**src/rtl/core/pcmdm_pkg.sv**
```systemverilog
// Shared constants, types and helpers for the PCM channel downmix block.
package pcmdm_pkg;

   // Field and limit sizes
   localparam int SAMPLE_W     = 32;
   localparam int CNT_W        = 5;
   localparam int MAX_CHANNELS = 16;
   localparam int RESULT_LIMIT = 16;
   localparam int CNT_MAX      = (1 << CNT_W) - 1;
   localparam int SRC_LIMIT    = (MAX_CHANNELS < CNT_MAX) ? MAX_CHANNELS : CNT_MAX;
   localparam int DST_LIMIT0   = (MAX_CHANNELS < RESULT_LIMIT) ? MAX_CHANNELS : RESULT_LIMIT;
   localparam int DST_LIMIT    = (DST_LIMIT0 < CNT_MAX) ? DST_LIMIT0 : CNT_MAX;

   // Accumulator holds up to SRC_LIMIT full-scale samples
   localparam int SUM_W  = SAMPLE_W + $clog2(SRC_LIMIT + 1);
   localparam int STEP_W = $clog2(SUM_W);

   // Configuration port
   localparam int CSR_ADDR_W = 4;
   localparam int CSR_DATA_W = 32;

   // Clamp limits as magnitudes and as output codes
   localparam logic [SAMPLE_W-1:0] W32_MAX     = 32'h7fff_ffff;
   localparam logic [SAMPLE_W-1:0] W32_MIN     = 32'h8000_0000;
   localparam logic [SAMPLE_W-1:0] W16_MAX     = 32'h0000_7fff;
   localparam logic [SAMPLE_W-1:0] W16_MIN     = 32'hffff_8000;
   localparam logic [SAMPLE_W-1:0] W16_MIN_MAG = 32'h0000_8000;

   typedef enum logic [1:0] {
      REG_FORMAT = 2'd0,
      REG_SRC_CH = 2'd1,
      REG_DST_CH = 2'd2
   } reg_index_type;

   typedef enum logic [2:0] {
      S_IDLE = 3'b001,
      S_DIV  = 3'b010,
      S_EMIT = 3'b100
   } state_type;

   // Zero acts as one, large values saturate at the limit
   function automatic logic [CNT_W-1:0] eff_channels(input logic [CNT_W-1:0] n,
                                                     input logic [CNT_W-1:0] lim);
      logic [CNT_W-1:0] r;
      if (n == '0) begin
         r = CNT_W'(1);
      end else if (n > lim) begin
         r = lim;
      end else begin
         r = n;
      end
      return r;
   endfunction

endpackage

```
**src/rtl/core/pcmdm_serial_div.sv**
```systemverilog
// Bit-serial restoring divider: unsigned frame sum by channel count.
module pcmdm_serial_div import pcmdm_pkg::*; (
   input  logic             clock,
   input  logic             reset,
   input  logic             start,
   input  logic [SUM_W-1:0] dividend,
   input  logic [CNT_W-1:0] divisor,
   output logic             done,
   output logic [SUM_W-1:0] quotient
);

   logic              busy_ff, busy_in;
   logic              done_ff, done_in;
   logic [STEP_W-1:0] step_ff, step_in;
   logic [SUM_W-1:0]  quo_ff, quo_in;
   logic [CNT_W-1:0]  rem_ff, rem_in;
   logic [CNT_W-1:0]  dvs_ff, dvs_in;

   logic [CNT_W:0]    trial;
   logic [CNT_W:0]    diff;
   logic              fits;
   logic              last_step;

   // One quotient bit per cycle, MSB first; dividend shifts out as quotient shifts in
   always_comb begin
      trial     = {rem_ff, quo_ff[SUM_W-1]};
      diff      = trial - {1'b0, dvs_ff};
      fits      = (trial >= {1'b0, dvs_ff});
      last_step = (step_ff == STEP_W'(SUM_W - 1));

      busy_in = busy_ff;
      step_in = step_ff;
      quo_in  = quo_ff;
      rem_in  = rem_ff;
      dvs_in  = dvs_ff;
      done_in = 1'b0;

      if (start) begin
         busy_in = 1'b1;
         step_in = '0;
         quo_in  = dividend;
         rem_in  = '0;
         dvs_in  = divisor;
      end else if (busy_ff) begin
         quo_in  = {quo_ff[SUM_W-2:0], fits};
         rem_in  = fits ? diff[CNT_W-1:0] : trial[CNT_W-1:0];
         step_in = step_ff + STEP_W'(1);
         if (last_step) begin
            busy_in = 1'b0;
            done_in = 1'b1;
         end
      end
   end

   always_ff @(posedge clock) begin
      if (reset) begin
         busy_ff <= 1'b0;
         done_ff <= 1'b0;
         step_ff <= '0;
      end else begin
         busy_ff <= busy_in;
         done_ff <= done_in;
         step_ff <= step_in;
      end
   end

   always_ff @(posedge clock) begin
      quo_ff <= quo_in;
      rem_ff <= rem_in;
      dvs_ff <= dvs_in;
   end

   assign done     = done_ff;
   assign quotient = quo_ff;

endmodule

```
**config.mk**
```make
export PLATFORM = sky130hd
export DESIGN_NAME = pcmdm_serial_div
export DESIGN_NICKNAME = d
export VERILOG_FILES = /design/src/rtl/core/pcmdm_pkg.sv /design/src/rtl/core/pcmdm_serial_div.sv
export SDC_FILE = /design/constraint.sdc
export NUM_CORES = 1
export LEC_CHECK = 0
export BUFFER_PORTS_ARGS = -buffer_cell sky130_fd_sc_hd__buf_2
export CORE_UTILIZATION = 52
export CTS_BUF_LIST = sky130_fd_sc_hd__clkbuf_2
export DETAILED_ROUTE_END_ITERATION = 10
export GPL_ROUTABILITY_DRIVEN = 0
export PLACE_DENSITY = 0.79
export RECOVER_POWER = 25
export REMOVE_ABC_BUFFERS = 1
export SYNTH_ARGS = -nofsm -noshare
export SYNTH_HDL_FRONTEND = slang
export SYNTH_SLANG_ARGS = --single-unit
```
**constraint.sdc**
```tcl
create_clock -name clock -period 2.7 [get_ports clock]
set_input_delay 0.405 -clock clock [delete_from_list [all_inputs] [get_ports clock]]
set_output_delay 0.405 -clock clock [all_outputs]
set_load 0.02 [all_outputs]
```
==> results.sh <==
export IMPL_slowest_delay_ns=0.50
export IMPL_ctsHoldBuffers=0
export IMPL_synth_edf_count=42
export IMPL_synth_largest_area_cell="edfxtp_1"
export IMPL_synth_top_area_share_pct=50.81
export IMPL_firstDrtPassIters=6
export IMPL_synth_most_common_cell="edfxtp_1"
export IMPL_cp_required_ns=3.06
export IMPL_place_hpwl_microns=3338
export IMPL_synth_yosys_seq_area_share_pct=61.29
export IMPL_vias=1642
export IMPL_path_cells="inv_1 > ha_1 > inv_1 > fa_1 > a211o_1 > o211a_1 > or4_1 > o311ai_1"
export IMPL_path_clk_slew_ns=0.26
export IMPL_finalWirelength_microns=4547
export IMPL_drive_above_1_share_pct=48.86
export IMPL_die_w_microns=71.09
export IMPL_cts_resized=0
export IMPL_crit_type="flop to flop"
export IMPL_worst_path_buf_inv=2
export IMPL_dpl_cell_area_sq_mm=0.002965
export IMPL_cp_common_cell="inv_1"
export IMPL_slew_viol_final=0
export IMPL_cts_setup_buffers=0
export IMPL_grt_pass1_vias=1607
export IMPL_ios=83
export IMPL_drc_errors=0
export IMPL_status="finished clean"
export IMPL_fmax_ghz=0.4406
export IMPL_antenna_cells=0
export IMPL_avgSynthCellArea_sq_um=13.95
export IMPL_maxCapViolations=0
export IMPL_syn_to_final_growth_pct=21.12
export IMPL_end_kind="flop"
export IMPL_io_buffers=82
export IMPL_finalInstanceArea_sq_mm=0.003007
export IMPL_p_per_area_mw_per_mm2=575.1
export IMPL_cts_tree="built"
export IMPL_start_kind="flop"
export IMPL_start_util_pct=55.48
export IMPL_nets=316
export IMPL_tns_ns=0
export IMPL_ir_drop_mv=0.3721
export IMPL_grt_max_degree=26
export IMPL_fp_dieH_microns=71.09
export IMPL_relSlewSlack_pct=11.77
export IMPL_rsz0062_at_grt="false"
export IMPL_rows=24
export IMPL_insertion_delay_ns=0.43
export IMPL_synth_area_leaders="edfxtp_1, mux2_2, dfxtp_1"
export IMPL_clock_path_buffers=2
export IMPL_via_per_inst=5.196
export IMPL_cts_sinks=55
export IMPL_cts_buffers_inserted=5
export IMPL_cpLargestDelayFamily="adder cells"
export IMPL_worst_slew_pin_slew_ns=1.323
export IMPL_synthArstFlopShare_pct=0
export IMPL_setup_ws_ns=0.4305
export IMPL_syn_area_sq_mm=0.002482
export IMPL_hold_start="reset"
export IMPL_syn_inst=178
export IMPL_synth_warnings=0
export IMPL_synth_cell_type_count=36
export IMPL_min_path_type="input port to flop"
export IMPL_cts_max_level=2
export IMPL_crit_path_max_fanout=3
export IMPL_ys_flop_type="edfxtp_1"
export IMPL_root_buffer="clkbuf_2"
export IMPL_die_area_sq_mm=0.005054
export IMPL_dp_slack_ns=0.5059
export IMPL_synthTopCellsByCount="edfxtp_1, mux2_2, dfxtp_1"
export IMPL_grt_usage_pct=19.44
export IMPL_fin_skew_ns=0.01563
export IMPL_timing_final_crit_share_pct=84.06
export IMPL_ant_nets=0
export IMPL_power_leakage_nw=1.282
export IMPL_hold_viol=0
export IMPL_cp_slowest_cell="or4_1"
export IMPL_critPathArrivalTime_ns=2.63
export IMPL_synth_seq_cells=55
export IMPL_period_needed_ns=2.270
export IMPL_antenna_found_initial=0
export IMPL_core_area_sq_mm=0.004474
export IMPL_cp_startpoint="quotient[36]"
export IMPL_grt_ovfl_total=0
export IMPL_drtIter0Drc=104
export IMPL_wire_per_inst_microns=14.39
export IMPL_grt_pass1_wl_microns=7458
export IMPL_rr_startpoint="quotient[36]"
export IMPL_finalSetupViolCount=0
placed cells by master, fill, tap and decap left out, types with 6 or more instances in the layout:
cell and count:
a21oi_1 6, ha_1 7, nand2_1 6, dfxtp_1 13, buf_2 81, inv_1 10
edfxtp_1 42, clkbuf_2 6, nor2_1 12, mux2_2 36
cells by family (layout without fill, tap and decap cells):
group | count (synthesis) | count (layout) | share of synthesized area [%]
flops | 55 | 55 | 61.29
mux | 37 | 37 | 16.73
xor+xnor | 6 | 6 | 2.117
fa+ha+maj | 8 | 8 | 4.335
compound gates | 22 | 22 | 6.301
buf+inv | 17 | 103 | 2.621
simple gates | 33 | 33 | 6.603
final cells by class:
type / count / area, sq um
repair buffers: 85 / 444.2
clock inverters: 2 / 12.51
well taps: 52 / 65.06
flip-flops and latches: 55 / 1521
multi-input cells: 106 / 895.9
clock buffers: 6 / 30.03
inverters: 10 / 37.54
fillers: 341 / 1468
metrics by stage:
| stage | power (mW) | std cells | hold slack (ns) | util [%] |
|---|---|---|---|---|
| floorplan | 1.296 | 171 | 0.4585 | - |
| global placement | 1.433 | 308 | 0.4714 | 66.28 |
| detailed placement | 1.438 | 308 | 0.4938 | 66.28 |
| CTS | 1.743 | 316 | 0.09391 | 67.23 |
| global route | 1.817 | 316 | 0.06526 | 67.20 |
| finish | 1.729 | 316 | 0.1043 | 67.20 |
sequential cells by signal (all words and copies together) (netlist names):
name and cells:
quotient 37, step_ff 6, dvs_ff 5, rem_ff 5, busy_ff 1, done 1
power breakdown:
group          total (mW)  leakage, nW  internal [mW]  switching [mW]
registers            1.05        0.527           1.00          0.0429
clock network       0.311       0.0306         0.0671           0.244
logic               0.371        0.725          0.165           0.206
per-layer routing:
metal	part of all wire, %	GRT usage, %
met1	47	26.31
met4	1.2	6.000
met5	0	0
met3	6.6	6.695
met2	46	29.81
path summary, 6_finish.rpt:
kind,slack [ns],end,depth (start not counted)
max,0.43,rem_ff[2],8
min,0.10,busy_ff,2
max reg2reg,0.43,rem_ff[2],8
min reg2reg,0.51,step_ff[5],2
worst register-to-register path: cells and delay by family (launching register included):
family | cells | cell delay [ns]
AND/OR/NAND/NOR | 1 | 0.50
flip-flops | 1 | 0.48
adder cells (fa/ha/maj) | 2 | 0.57
AO/OA/AOI/OAI | 3 | 0.53
buffers and inverters | 2 | 0.13
Note: power is estimated with default switching activity, not from simulation.
